## src/hw/rtl/array_list_table_engine_top_assert.svh

```systemverilog
// ----------------------------------------------------------------------------
// Array list table engine: assertion macros
// Short forms for the concurrent checks at the end of the top level.
// ----------------------------------------------------------------------------
`ifndef ARRAY_LIST_TABLE_ENGINE_TOP_ASSERT_SVH
`define ARRAY_LIST_TABLE_ENGINE_TOP_ASSERT_SVH

// Same-cycle implication, disabled while reset is asserted.
`define ALTE_ASSERT_IMPLY(lbl, clk, rst_n, ante, cons, msg) \
    lbl: assert property (@(posedge clk) disable iff (!rst_n) (ante) |-> (cons)) \
        else $error(msg);

// Next-cycle implication, disabled while reset is asserted.
`define ALTE_ASSERT_NEXT(lbl, clk, rst_n, ante, cons, msg) \
    lbl: assert property (@(posedge clk) disable iff (!rst_n) (ante) |=> (cons)) \
        else $error(msg);

`endif

```

## src/hw/rtl/alte_pkg.sv

```systemverilog
// ----------------------------------------------------------------------------
// Array list table engine package
// Word types, operation and status codes, controller states and constants.
// ----------------------------------------------------------------------------
`default_nettype none

package alte_pkg;

    // Fixed field widths.
    localparam int FUNC_W  = 3;
    localparam int COUNT_W = 5;
    localparam int FIDX_W  = 4;
    localparam int STAT_W  = 3;
    localparam int DATA_W  = 32;

    // Default store depth, list-all result limit and capacity after reset.
    localparam int DEPTH_DEF   = 16;
    localparam int MAX_RESULTS = 16;
    localparam logic [COUNT_W-1:0] CAP_RESET = COUNT_W'(16);

    // Operation codes.
    typedef enum logic [FUNC_W-1:0] {
        FN_INS_FRONT = 3'd0,
        FN_INS_END   = 3'd1,
        FN_INS_POS   = 3'd2,
        FN_REM_FRONT = 3'd3,
        FN_REM_END   = 3'd4,
        FN_REM_POS   = 3'd5,
        FN_SEARCH    = 3'd6,
        FN_LIST_ALL  = 3'd7
    } t_func;

    // Result status codes.
    typedef enum logic [STAT_W-1:0] {
        ST_OK       = 3'd0,
        ST_FULL     = 3'd1,
        ST_EMPTY    = 3'd2,
        ST_BADPOS   = 3'd3,
        ST_NOTFOUND = 3'd4
    } t_status;

    // Controller states.
    typedef enum logic [2:0] {
        S_IDLE,
        S_UP,
        S_PUT,
        S_DN,
        S_SCAN,
        S_LIST
    } t_state;

    // Input word.
    typedef struct packed {
        t_func                     func;
        logic [COUNT_W-1:0]        pos;
        logic signed [DATA_W-1:0]  value;
    } t_item;

    // Result word.
    typedef struct packed {
        t_status                   status;
        logic [FIDX_W-1:0]         found_index;
        logic signed [DATA_W-1:0]  data_out;
        logic [COUNT_W-1:0]        count;
        logic                      last;
    } t_result;

endpackage

`default_nettype wire

```

## src/hw/rtl/array_list_table_engine_top.sv

```systemverilog
// ----------------------------------------------------------------------------
// Array list table engine
// Ordered list of signed 32-bit values kept in one synchronous memory, with
// insert, remove, search and list-all operations.
// ----------------------------------------------------------------------------
// A command word is taken when start is high and busy is low. Every word
// produces one result word, except a list-all on a non-empty list, which
// produces one word per entry (at most 16) with last set on the final one.
// Results appear on o_result for one cycle with o_strobe and cannot be held
// off. All work goes through a walk of the element memory, one
// entry per cycle, so with F entries in the list and P the position used:
// an error result leaves busy low, an insert shifts entries F - 1 down to P
// up one place and then writes the new value, a remove shifts entries P + 1
// to F - 1 down one place, a search examines entries in order up to a match
// and a list-all emits one word per entry. The last result word is on the
// outputs in the first cycle with busy low again (the cycle after the command
// when busy never rises), and a new command may be given in that cycle. The
// memory needs no clearing pass: only entries below the fill count are used.
`default_nettype none

`include "array_list_table_engine_top_assert.svh"

module array_list_table_engine_top #(
    parameter int DEPTH = alte_pkg::DEPTH_DEF
) (
    input  logic                              i_clk,
    input  logic                              i_rst_n,
    input  logic                              start,
    output logic                              busy,
    input  alte_pkg::t_item                   i_item,
    input  logic                              i_cfg_we,
    input  logic [alte_pkg::COUNT_W-1:0]      i_cfg_wdata,
    output logic                              o_strobe,
    output alte_pkg::t_result                 o_result
);
    import alte_pkg::*;

    localparam int AW = (DEPTH > 1) ? $clog2(DEPTH) : 1;
    localparam logic [COUNT_W-1:0] LIST_END = COUNT_W'(MAX_RESULTS - 1);

    // Control and payload registers.
    t_state                    r_state, n_state;
    logic [COUNT_W-1:0]        r_fill, n_fill;
    logic [COUNT_W-1:0]        r_cap;
    logic [COUNT_W-1:0]        r_ptr, n_ptr;
    logic [COUNT_W-1:0]        r_at, n_at;
    logic [COUNT_W-1:0]        r_end, n_end;
    logic signed [DATA_W-1:0]  r_value, n_value;
    logic                      r_strobe, n_strobe;
    t_result                   r_out, n_out;

    // Element memory and its port signals.
    logic signed [DATA_W-1:0]  r_mem [DEPTH];
    logic signed [DATA_W-1:0]  r_rdata;
    logic                      w_we;
    logic [COUNT_W-1:0]        w_waddr;
    logic signed [DATA_W-1:0]  w_wdata;
    logic [AW-1:0]             w_rd_addr;

    // Command decode.
    logic [COUNT_W-1:0]        w_at;
    logic [COUNT_W-1:0]        w_fill_m1;
    logic                      w_full;
    logic                      w_empty;
    logic                      w_is_ins;
    logic                      w_is_rem;
    logic                      w_match;

    assign w_fill_m1 = r_fill - COUNT_W'(1);
    assign w_empty   = (r_fill == '0);
    assign w_full    = (r_fill >= r_cap) || (32'(r_fill) >= 32'(DEPTH));
    assign w_match   = (r_rdata == r_value);
    assign w_is_ins  = (i_item.func == FN_INS_FRONT) || (i_item.func == FN_INS_END) ||
                       (i_item.func == FN_INS_POS);
    assign w_is_rem  = (i_item.func == FN_REM_FRONT) || (i_item.func == FN_REM_END) ||
                       (i_item.func == FN_REM_POS);

    // Position that an insert or remove works on.
    always_comb begin
        case (i_item.func) inside
            FN_INS_FRONT, FN_REM_FRONT: w_at = '0;
            FN_INS_END:                 w_at = r_fill;
            FN_REM_END:                 w_at = w_fill_m1;
            default:                    w_at = i_item.pos;
        endcase
    end

    // Next state.
    always_comb begin
        n_state = r_state;
        unique case (r_state)
            S_IDLE: begin
                if (start) begin
                    if (w_is_ins) begin
                        if (!w_full && (w_at <= r_fill)) begin
                            n_state = (w_at == r_fill) ? S_PUT : S_UP;
                        end
                    end else if (w_is_rem) begin
                        if (!w_empty && (w_at < r_fill) && (w_at != w_fill_m1)) begin
                            n_state = S_DN;
                        end
                    end else if (i_item.func == FN_SEARCH) begin
                        if (!w_empty) begin
                            n_state = S_SCAN;
                        end
                    end else begin
                        if (!w_empty) begin
                            n_state = S_LIST;
                        end
                    end
                end
            end
            S_UP:   n_state = (r_ptr == r_at) ? S_PUT : S_UP;
            S_PUT:  n_state = S_IDLE;
            S_DN:   n_state = (r_ptr == r_end) ? S_IDLE : S_DN;
            S_SCAN: n_state = (w_match || (r_ptr == r_end)) ? S_IDLE : S_SCAN;
            S_LIST: n_state = (r_ptr == r_end) ? S_IDLE : S_LIST;
            default: n_state = S_IDLE;
        endcase
    end

    // Datapath, memory port and result word.
    always_comb begin
        n_ptr    = r_ptr;
        n_fill   = r_fill;
        n_at     = r_at;
        n_end    = r_end;
        n_value  = r_value;
        w_we     = 1'b0;
        w_waddr  = '0;
        w_wdata  = '0;
        n_strobe = 1'b0;
        n_out             = '0;
        n_out.status      = ST_OK;
        n_out.count       = r_fill;
        n_out.last        = 1'b1;
        unique case (r_state)
            S_IDLE: begin
                if (start) begin
                    n_at    = w_at;
                    n_value = i_item.value;
                    if (w_is_ins) begin
                        if (w_full) begin
                            n_strobe     = 1'b1;
                            n_out.status = ST_FULL;
                        end else if (w_at > r_fill) begin
                            n_strobe     = 1'b1;
                            n_out.status = ST_BADPOS;
                        end else begin
                            n_ptr = w_fill_m1;
                        end
                    end else if (w_is_rem) begin
                        if (w_empty) begin
                            n_strobe     = 1'b1;
                            n_out.status = ST_EMPTY;
                        end else if (w_at >= r_fill) begin
                            n_strobe     = 1'b1;
                            n_out.status = ST_BADPOS;
                        end else if (w_at == w_fill_m1) begin
                            // Removing the tail needs no shift.
                            n_fill       = w_fill_m1;
                            n_strobe     = 1'b1;
                            n_out.count  = w_fill_m1;
                        end else begin
                            n_ptr = w_at + COUNT_W'(1);
                            n_end = w_fill_m1;
                        end
                    end else if (i_item.func == FN_SEARCH) begin
                        if (w_empty) begin
                            n_strobe     = 1'b1;
                            n_out.status = ST_NOTFOUND;
                        end else begin
                            n_ptr = '0;
                            n_end = w_fill_m1;
                        end
                    end else begin
                        if (w_empty) begin
                            n_strobe     = 1'b1;
                            n_out.status = ST_EMPTY;
                        end else begin
                            n_ptr = '0;
                            n_end = (r_fill > LIST_END) ? LIST_END : w_fill_m1;
                        end
                    end
                end
            end
            S_UP: begin
                // Move the entry read last cycle one place up.
                w_we    = 1'b1;
                w_waddr = r_ptr + COUNT_W'(1);
                w_wdata = r_rdata;
                if (r_ptr != r_at) begin
                    n_ptr = r_ptr - COUNT_W'(1);
                end
            end
            S_PUT: begin
                w_we        = 1'b1;
                w_waddr     = r_at;
                w_wdata     = r_value;
                n_fill      = r_fill + COUNT_W'(1);
                n_strobe    = 1'b1;
                n_out.count = r_fill + COUNT_W'(1);
            end
            S_DN: begin
                // Move the entry read last cycle one place down.
                w_we    = 1'b1;
                w_waddr = r_ptr - COUNT_W'(1);
                w_wdata = r_rdata;
                if (r_ptr == r_end) begin
                    n_fill      = w_fill_m1;
                    n_strobe    = 1'b1;
                    n_out.count = w_fill_m1;
                end else begin
                    n_ptr = r_ptr + COUNT_W'(1);
                end
            end
            S_SCAN: begin
                if (w_match) begin
                    n_strobe          = 1'b1;
                    n_out.found_index = FIDX_W'(r_ptr);
                end else if (r_ptr == r_end) begin
                    n_strobe     = 1'b1;
                    n_out.status = ST_NOTFOUND;
                end else begin
                    n_ptr = r_ptr + COUNT_W'(1);
                end
            end
            S_LIST: begin
                n_strobe       = 1'b1;
                n_out.data_out = r_rdata;
                n_out.last     = (r_ptr == r_end);
                if (r_ptr != r_end) begin
                    n_ptr = r_ptr + COUNT_W'(1);
                end
            end
            default: begin
                n_ptr = r_ptr;
            end
        endcase
    end

    // The read address follows n_ptr, so r_rdata holds the entry at r_ptr.
    // Writes and reads in one cycle target different entries, except the
    // final write of an insert after a shift, which reads unused data. Busy
    // keeps a new command off until the last write of a shift has landed.
    assign w_rd_addr = AW'(n_ptr);

    // Element memory: one write port, one registered read port.
    always_ff @(posedge i_clk) begin
        if (w_we) begin
            r_mem[AW'(w_waddr)] <= w_wdata;
        end
        r_rdata <= r_mem[w_rd_addr];
    end

    // Control registers.
    always_ff @(posedge i_clk) begin
        if (!i_rst_n) begin
            r_state  <= S_IDLE;
            r_fill   <= '0;
            r_cap    <= CAP_RESET;
            r_strobe <= 1'b0;
        end else begin
            r_state  <= n_state;
            r_fill   <= n_fill;
            r_strobe <= n_strobe;
            if (i_cfg_we) begin
                r_cap <= i_cfg_wdata;
            end
        end
    end

    // Payload registers.
    always_ff @(posedge i_clk) begin
        r_ptr   <= n_ptr;
        r_at    <= n_at;
        r_end   <= n_end;
        r_value <= n_value;
        r_out   <= n_out;
    end

    assign busy     = (r_state != S_IDLE);
    assign o_strobe = r_strobe;
    assign o_result = r_out;

    // Checks.
    `ALTE_ASSERT_IMPLY(a_fill_bound, i_clk, i_rst_n, 1'b1, (32'(r_fill) <= 32'(DEPTH)), "fill count exceeds store depth")
    `ALTE_ASSERT_IMPLY(a_err_last, i_clk, i_rst_n, (o_strobe && (o_result.status != ST_OK)), (o_result.last && (o_result.data_out == '0)), "error result not a single final word")
    `ALTE_ASSERT_NEXT(a_fill_step, i_clk, i_rst_n, 1'b1, ((r_fill == $past(r_fill)) || (r_fill == $past(r_fill) + COUNT_W'(1)) || (r_fill == $past(r_fill) - COUNT_W'(1))), "fill count moved by more than one")
    `ALTE_ASSERT_NEXT(a_search_walk, i_clk, i_rst_n, (start && !busy && (i_item.func == FN_SEARCH) && (r_fill != '0)), (r_state == S_SCAN), "search on non-empty list did not start a scan")

endmodule

`default_nettype wire

```

## config.mk

```make
export PLATFORM = sky130hd
export DESIGN_NAME = array_list_table_engine_top
export DESIGN_NICKNAME = d
export VERILOG_FILES = /design/src/hw/rtl/alte_pkg.sv /design/src/hw/rtl/array_list_table_engine_top.sv
export VERILOG_INCLUDE_DIRS = /design/src /design/src/hw/rtl
export SDC_FILE = /design/constraint.sdc
export NUM_CORES = 1
export LEC_CHECK = 0
export BUFFER_PORTS_ARGS = -buffer_cell sky130_fd_sc_hd__buf_4
export CAP_MARGIN = 20
export CORE_MARGIN = 3
export CORE_UTILIZATION = 45
export CTS_CLUSTER_DIAMETER = 120
export DETAILED_ROUTE_END_ITERATION = 8
export GPL_TIMING_DRIVEN = 0
export SYNTH_ARGS = -nofsm -noshare
export SYNTH_HDL_FRONTEND = slang
export SYNTH_SLANG_ARGS = --single-unit
```

## constraint.sdc

```tcl
create_clock -name i_clk -period 12 [get_ports i_clk]
set_input_delay 1.2 -clock i_clk [delete_from_list [all_inputs] [get_ports i_clk]]
set_output_delay 1.2 -clock i_clk [all_outputs]
set_load 0.03 [all_outputs]
```

==> impl_metrics.csv, run 1 <==
group,metric,value,unit
critical_path,r2r_slack,4.71,ns
power,leakage,0.0112,uW
hold_path,hold_start,"r_cap[4]",
yosys,synthArstFlopShare,0,
placement,dp_slack,4.46,ns
placement,place.gp.congestion,0.936,
cells_and_area,drive_above_1_share,0.144,
grt,gr-total-overflow,0,
cts,cts_resized,0,
timing,setup_violations,0,
cts,hold_buffers,0,
power,swShare,0.406,
timing,fin_crit,7.29,ns
cells_and_area,layout_common_cells,"edfxtp_1, a221oi_1, and3_1",
power,intPower,5230,uW
power,total_power,8810,uW
timing,worst_pin_slew,0.983,ns
routing,routed_wl,90000,um
routing,wl_per_cell,29.9,um
floorplan,die_y,254,um
floorplan,dieWidth,254,um
power,ir_drop,0.157,mV
floorplan,row_count,90,
yosys,synthFlopType,"edfxtp_1",
timing,max-slew-margin-rel,0.342,
critical_path,worst_r2r_endpoint,"r_rdata[12]",
critical_path,worstPathMaxFanout,10,
cells_and_area,nFillCells,4988,
critical_path,rr_worst_depth,20,
cts,cts-root-buf,"clkbuf_16",
flow_run,drv_cap,0,
yosys,synth_edf_count,555,
floorplan,core,0.0607,mm2
cts,numCtsBuffers,72,
grt,grt_antenna_before_repair,2,
grt,grt_usage,0.277,
routing,antenna_left,0,
hold_path,worst_hold_path.endpoint,"r_cap[4]",
cts,cts_tree,"built",
floorplan,io-pin-count,96,
yosys,synth_seq_cells,650,
critical_path,cp-start-kind,"flop",
critical_path,cp.arrival,7.83,ns
critical_path,critPathKind,"reg2reg",
cts,clock_latency,0.63,ns
yosys,avgSynthCellArea,14.0,um2
timing,fin_ws,4.71,ns
yosys,synth_cell_type_count,80,
cells_and_area,areaGrowthSynthToFinish,16.6,%
routing,routed_via_density,6.41,
power,seq_power_share,0.332,
cts,cts.htree.levels,3,
timing,rsz0062_at_grt,"no",
critical_path,cp-end-kind,"flop",
power,p_switching,3580,uW
floorplan,initial_utilization,0.457,
power,p_comb_frac,0.420,
cells_and_area,mostFrequentLayoutCell,"edfxtp_1",
floorplan,dieArea,0.0647,mm2
routing,first_pass_iters,7,
yosys,syn_nets,2042,
critical_path,worst_ep_required_time,12.54,ns
timing,fmax,137,MHz
placement,port_buffers,91,
grt,grt_max_degree,28,
hold_path,whs_path_depth,2,
yosys,ys_seq_area_frac,0.669,
cts,clockBufferDepth,3,
grt,grt_pass1_wl,130000,um
yosys,syn_inst,1977,
placement,place_hpwl,63100,um
timing,final_hold_viol_count,0,
cts,post-cts-setup-buffer-count,0,
critical_path,rr_startpoint,"r_fill[1]",
cts,path_clk_slew,0.06,ns
timing,maxSlewViolCount,0,
grt,grt_pass1_vias,18900,
timing,finalSetupTns,0,ns
yosys,yosysWarnings,0,
routing,via_count,19300,
hold_path,min_path_type,"reg2reg",
outcome,outcome,"finished, final reports clean",
routing,drtIter0Drc,2275,
timing,post-route-period-util,0.608,
timing,finClkSkew,0.0261,ns
cells_and_area,nets,2229,
power,clkPwrFrac,0.249,
routing,drc,0,
cts,clock_sinks,650,
power,power.density,272,mW/mm2
yosys,syn-cell-area,0.0277,mm2
[final cells by class]
| cell class | count | area [um2] | share of cell area |
|---|---|---|---|
| antenna | 1 | 2.50 | 0.0000774 |
| buffer | 183 | 803 | 0.0248 |
| clock buffer | 106 | 2120 | 0.0657 |
| clock inverter | 28 | 233 | 0.00720 |
| inverter | 25 | 93.8 | 0.00290 |
| multi-input combinational | 1119 | 8410 | 0.260 |
| sequential | 650 | 18600 | 0.574 |
| tap | 782 | 978 | 0.0303 |
| timing repair buffer | 113 | 1130 | 0.0350 |
[logic make-up (layout without fill, tap and decap cells)]
kind of cell / after synthesis / count (layout) / synth area share
compound gates: 437 / 437 / 0.129
fa+ha+maj: 17 / 17 / 0.00758
flops: 650 / 650 / 0.669
buf+inv: 208 / 455 / 0.0323
other cells: 0 / 1 / 0
mux: 75 / 75 / 0.0271
simple gates: 533 / 533 / 0.117
xor+xnor: 57 / 57 / 0.0180
[power by group through the flow]
stage | clock network, uW | registers [uW] | logic [uW]
finish | 2190 | 2920 | 3700
global route | 2300 | 2940 | 3890
CTS | 2210 | 2920 | 3630
detailed placement | 0 | 2970 | 3620
global placement | 0 | 2970 | 3520
floorplan | 0 | 2950 | 2170
[routing by layer]
metal | vias up | track usage | share of wire
met5 | - | 0 | 0
met4 | 0 | 0.110 | 0.037
met3 | 174 | 0.0460 | 0.083
met2 | 1040 | 0.455 | 0.48
met1 | 9697 | 0.371 | 0.40
li1 | 8367 | - | -
[worst max-delay path by stage]
stage,startpoint,cells past startpoint,slack [ns],endpoint
finish,r_fill[1],20,4.71,r_rdata[12]
global route,r_fill[1],20,4.49,r_rdata[5]
floorplan,i_item[37],18,6.44,r_rdata[10]
global placement,i_item[37],18,4.01,r_rdata[5]
CTS,r_fill[1],20,4.75,r_rdata[12]
detailed placement,i_item[37],19,4.46,r_rdata[5]
[state kept, by name, indices dropped and copies added, names as in the netlist]
| signal | count |
|---|---|
| r_mem | 512 |
| r_ptr | 5 |
| o_result | 45 |
| r_fill | 5 |
| o_strobe | 1 |
| r_value | 32 |
| r_state | 3 |
| r_at | 5 |
| r_end | 5 |
| r_rdata | 32 |
| r_cap | 5 |
[critical path: stages, from the launching register on]
cell and delay [ns]:
dfxtp_1 0.45, inv_1 0.28, ha_1 0.23, nor3b_1 0.65, xnor2_1 0.43, a221oi_1 0.36
a31oi_1 0.17, ha_1 0.41, and3_1 0.18, nor2b_1 0.41, nor2_1 0.13, a21o_1 0.27
or2_2 0.34, o221ai_1 0.19, a31oi_1 0.09, nor2_1 0.56, buf_6 0.24, clkbuf_1 0.57
clkbuf_1 0.50, nor4b_1 0.49, or4_1 0.23
[stage by stage]
| step | instance area, um2 | hold WS (ns) | cells | util |
|---|---|---|---|---|
| 6_report | 32300 | 0.493 | 3007 | 0.533 |
| 5_1_grt | 32300 | 0.512 | 3006 | 0.533 |
| 4_1_cts | 32300 | 0.496 | 3005 | 0.533 |
| 3_5_place_dp | 30000 | 0.486 | 2871 | 0.494 |
| 3_3_place_gp | 29400 | 0.485 | 2850 | 0.485 |
| 2_1_floorplan | 27700 | 0.459 | 1977 | - |
[cell usage after synthesis (6+ instances only)]
cell,n,area (um2)
buf_6,6,67.6
a22o_1,33,289
dfxtp_1,95,1900
buf_1,13,48.8
and2_1,44,275
a221oi_1,180,1580
o22ai_1,6,37.5
a21oi_1,61,305
a31oi_1,9,56.3
nor4b_1,32,280
nand4_1,15,93.8
o211ai_1,7,52.6
inv_1,23,86.3
xnor2_1,51,447
buf_4,10,75.1
nand3_1,17,85.1
xor2_1,6,52.6
ha_1,16,200
a2111oi_0,34,298
nor2b_1,11,68.8
buf_2,27,135
o31ai_1,6,45.0
edfxtp_1,555,16700
nor3_1,13,65.1
o21ai_0,23,115
nor4bb_1,32,320
or4_1,33,248
nand2b_1,10,62.6
a21o_1,6,45.0
nor2_1,49,184
nand2_1,87,327
and3_1,165,1030
mux2i_1,74,741
a221oi_2,20,300
clkbuf_1,127,477
No activity file was read; power rests on OpenSTA's default activity.
==> inputs of run 2 (changes only) <==
==> constraint.sdc (replaced) <==
create_clock -name i_clk -period 6.75 [get_ports i_clk]
set_input_delay 0.675 -clock i_clk [delete_from_list [all_inputs] [get_ports i_clk]]
set_output_delay 0.675 -clock i_clk [all_outputs]
set_load 0.03 [all_outputs]
==> run 2 against run 1 <==
Die area did not move. Register-to-register slack got worse by 4.6 ns. Global-route usage about the same. Combinational power increased by 78%. Critical endpoint unchanged. Utilization increased by 0.052 points. Clock power increased by 78%.
==> impl_metrics.csv, run 2 (same netlist as run 1, synthesis figures left out) <==
group,metric,value,unit
grt,grt_max_degree,28,
routing,routed_wl,89900,um
cts,cts_resized,7,
cts,path_clk_slew,0.06,ns
routing,drc,0,
floorplan,dieArea,0.0647,mm2
placement,place.gp.congestion,0.936,
cells_and_area,largest_reg_flops,512,
cts,numCtsBuffers,72,
cts,cts_tree,"built",
timing,maxSlewViolCount,0,
routing,antenna_left,0,
critical_path,worst_ep_required_time,7.29,ns
floorplan,io-pin-count,96,
placement,port_buffers,91,
routing,via_count,19300,
cells_and_area,finish.utilization,0.533,
routing,first_pass_iters,5,
floorplan,dieWidth,254,um
critical_path,cp-start-kind,"flop",
grt,grt_pass1_wl,130000,um
timing,post-route-period-util,0.984,
cts,cts-root-buf,"clkbuf_16",
cells_and_area,nets,2228,
floorplan,core,0.0607,mm2
outcome,outcome,"finished, final reports clean",
cells_and_area,nFillCells,4989,
timing,fmax,150,MHz
cts,cts.htree.levels,3,
timing,rsz0062_at_grt,"yes",
timing,setup_violations,0,
critical_path,cp.arrival,7.19,ns
grt,gr-total-overflow,0,
grt,grt_antenna_before_repair,2,
routing,drtIter0Drc,2136,
timing,finClkSkew,0.0243,ns
power,seq_power_share,0.331,
cells_and_area,areaGrowthSynthToFinish,16.7,%
power,p_switching,6360,uW
placement,place_hpwl,63100,um
cells_and_area,largest_register,"r_mem",
routing,wl_per_cell,29.9,um
cells_and_area,mostFrequentLayoutCell,"edfxtp_1",
power,clkPwrFrac,0.248,
cts,clockBufferDepth,3,
power,p_comb_frac,0.421,
critical_path,cp-end-kind,"flop",
grt,grt_pass1_vias,18900,
power,leakage,0.0112,uW
grt,grt_usage,0.277,
routing,routed_via_density,6.42,
floorplan,initial_utilization,0.457,
cells_and_area,drive_above_1_share,0.149,
cts,clock_latency,0.62,ns
floorplan,die_y,254,um
timing,final_hold_viol_count,0,
power,power.density,484,mW/mm2
critical_path,worstPathMaxFanout,10,
timing,fin_crit,6.65,ns
timing,worst_pin_slew,0.988,ns
hold_path,min_path_type,"in2reg",
cts,clock_sinks,650,
power,swShare,0.406,
flow_run,drv_cap,0,
power,ir_drop,0.256,mV
timing,max-slew-margin-rel,0.338,
cells_and_area,layout_common_cells,"edfxtp_1, a221oi_1, and3_1",
power,intPower,9310,uW
cts,hold_buffers,0,
floorplan,row_count,90,
critical_path,critPathKind,"reg2reg",
cts,post-cts-setup-buffer-count,0,
placement,postPlaceCellArea,0.0300,mm2
cells_and_area,design_area,0.0324,mm2
## run 2: changes by cell type in the layout (fill, tap and decap cells not counted), sizes merged
cell           previous run  this run
clkdlybuf4s15             0         1
clkbuf                  233       231
## run 2: cell type report
cell class                      count  area, um2  area share
Timing Repair Buffer              113       1130      0.0350
Antenna cell                        1       2.50   0.0000773
Clock buffer                      106       2120      0.0656
Multi-Input combinational cell   1119       8430       0.260
Inverter                           25       93.8     0.00290
Clock inverter                     28        233     0.00719
Tap cell                          782        978      0.0302
Sequential cell                   650      18600       0.574
Buffer                            182        813      0.0251
## run 2: worst paths after layout
check	start	end	slack, ns	cells after the start
max	r_fill[1]	r_rdata[12]	0.10	21
min	i_item[8]	r_value[8]	0.23	1
max reg2reg	r_fill[1]	r_rdata[12]	0.10	21
min reg2reg	r_cap[4]	r_cap[4]	0.49	2
## run 2: per-layer routing
layer	share of wire	routed length [um]	GRT usage	up-vias
met5	0	0	0	-
met1	0.40	36000	0.366	9709
li1	-	-	-	8367
met4	0.038	3430	0.112	0
met3	0.081	7260	0.0499	185
met2	0.48	43200	0.455	1030
## run 2: power groups by stage
stage | sequential [uW] | clock (uW) | combinational, uW
after floorplan | 5250 | 0 | 3850
after global placement | 5280 | 0 | 6260
after detailed placement | 5270 | 0 | 6430
after CTS | 5190 | 3930 | 6450
after global routing | 5220 | 4090 | 6910
final | 5190 | 3890 | 6590
## run 2: critical path, cell delays in order, from the launching register on
cell and delay [ns]:
dfxtp_1 0.60, inv_1 0.26, ha_1 0.26, clkbuf_1 0.29, xor2_2 0.39, a221oi_1 0.13
nor2_1 0.46, ha_1 0.35, nand2_1 0.09, a21oi_1 0.06, o21ai_0 0.33, or4b_2 0.62
a31oi_1 0.20, o211ai_1 0.12, o21a_1 0.25, inv_1 0.22, buf_4 0.29, buf_4 0.29
clkbuf_1 0.48, a221oi_1 0.12, nor4b_1 0.51, or4_1 0.24
## run 2: per-stage QoR
stage	worst slack (ns)	TNS, ns	std cells	total power (uW)	hold slack, ns
detailed placement	-0.457	-8.79	2871	11700	0.486
floorplan	1.71	0	1977	9100	0.459
global placement	-0.816	-18.12	2850	11500	0.485
CTS	0.0983	0	3004	15600	0.207
finish	0.105	0	3006	15700	0.229
global route	-0.0351	-0.0351	3005	16200	0.215
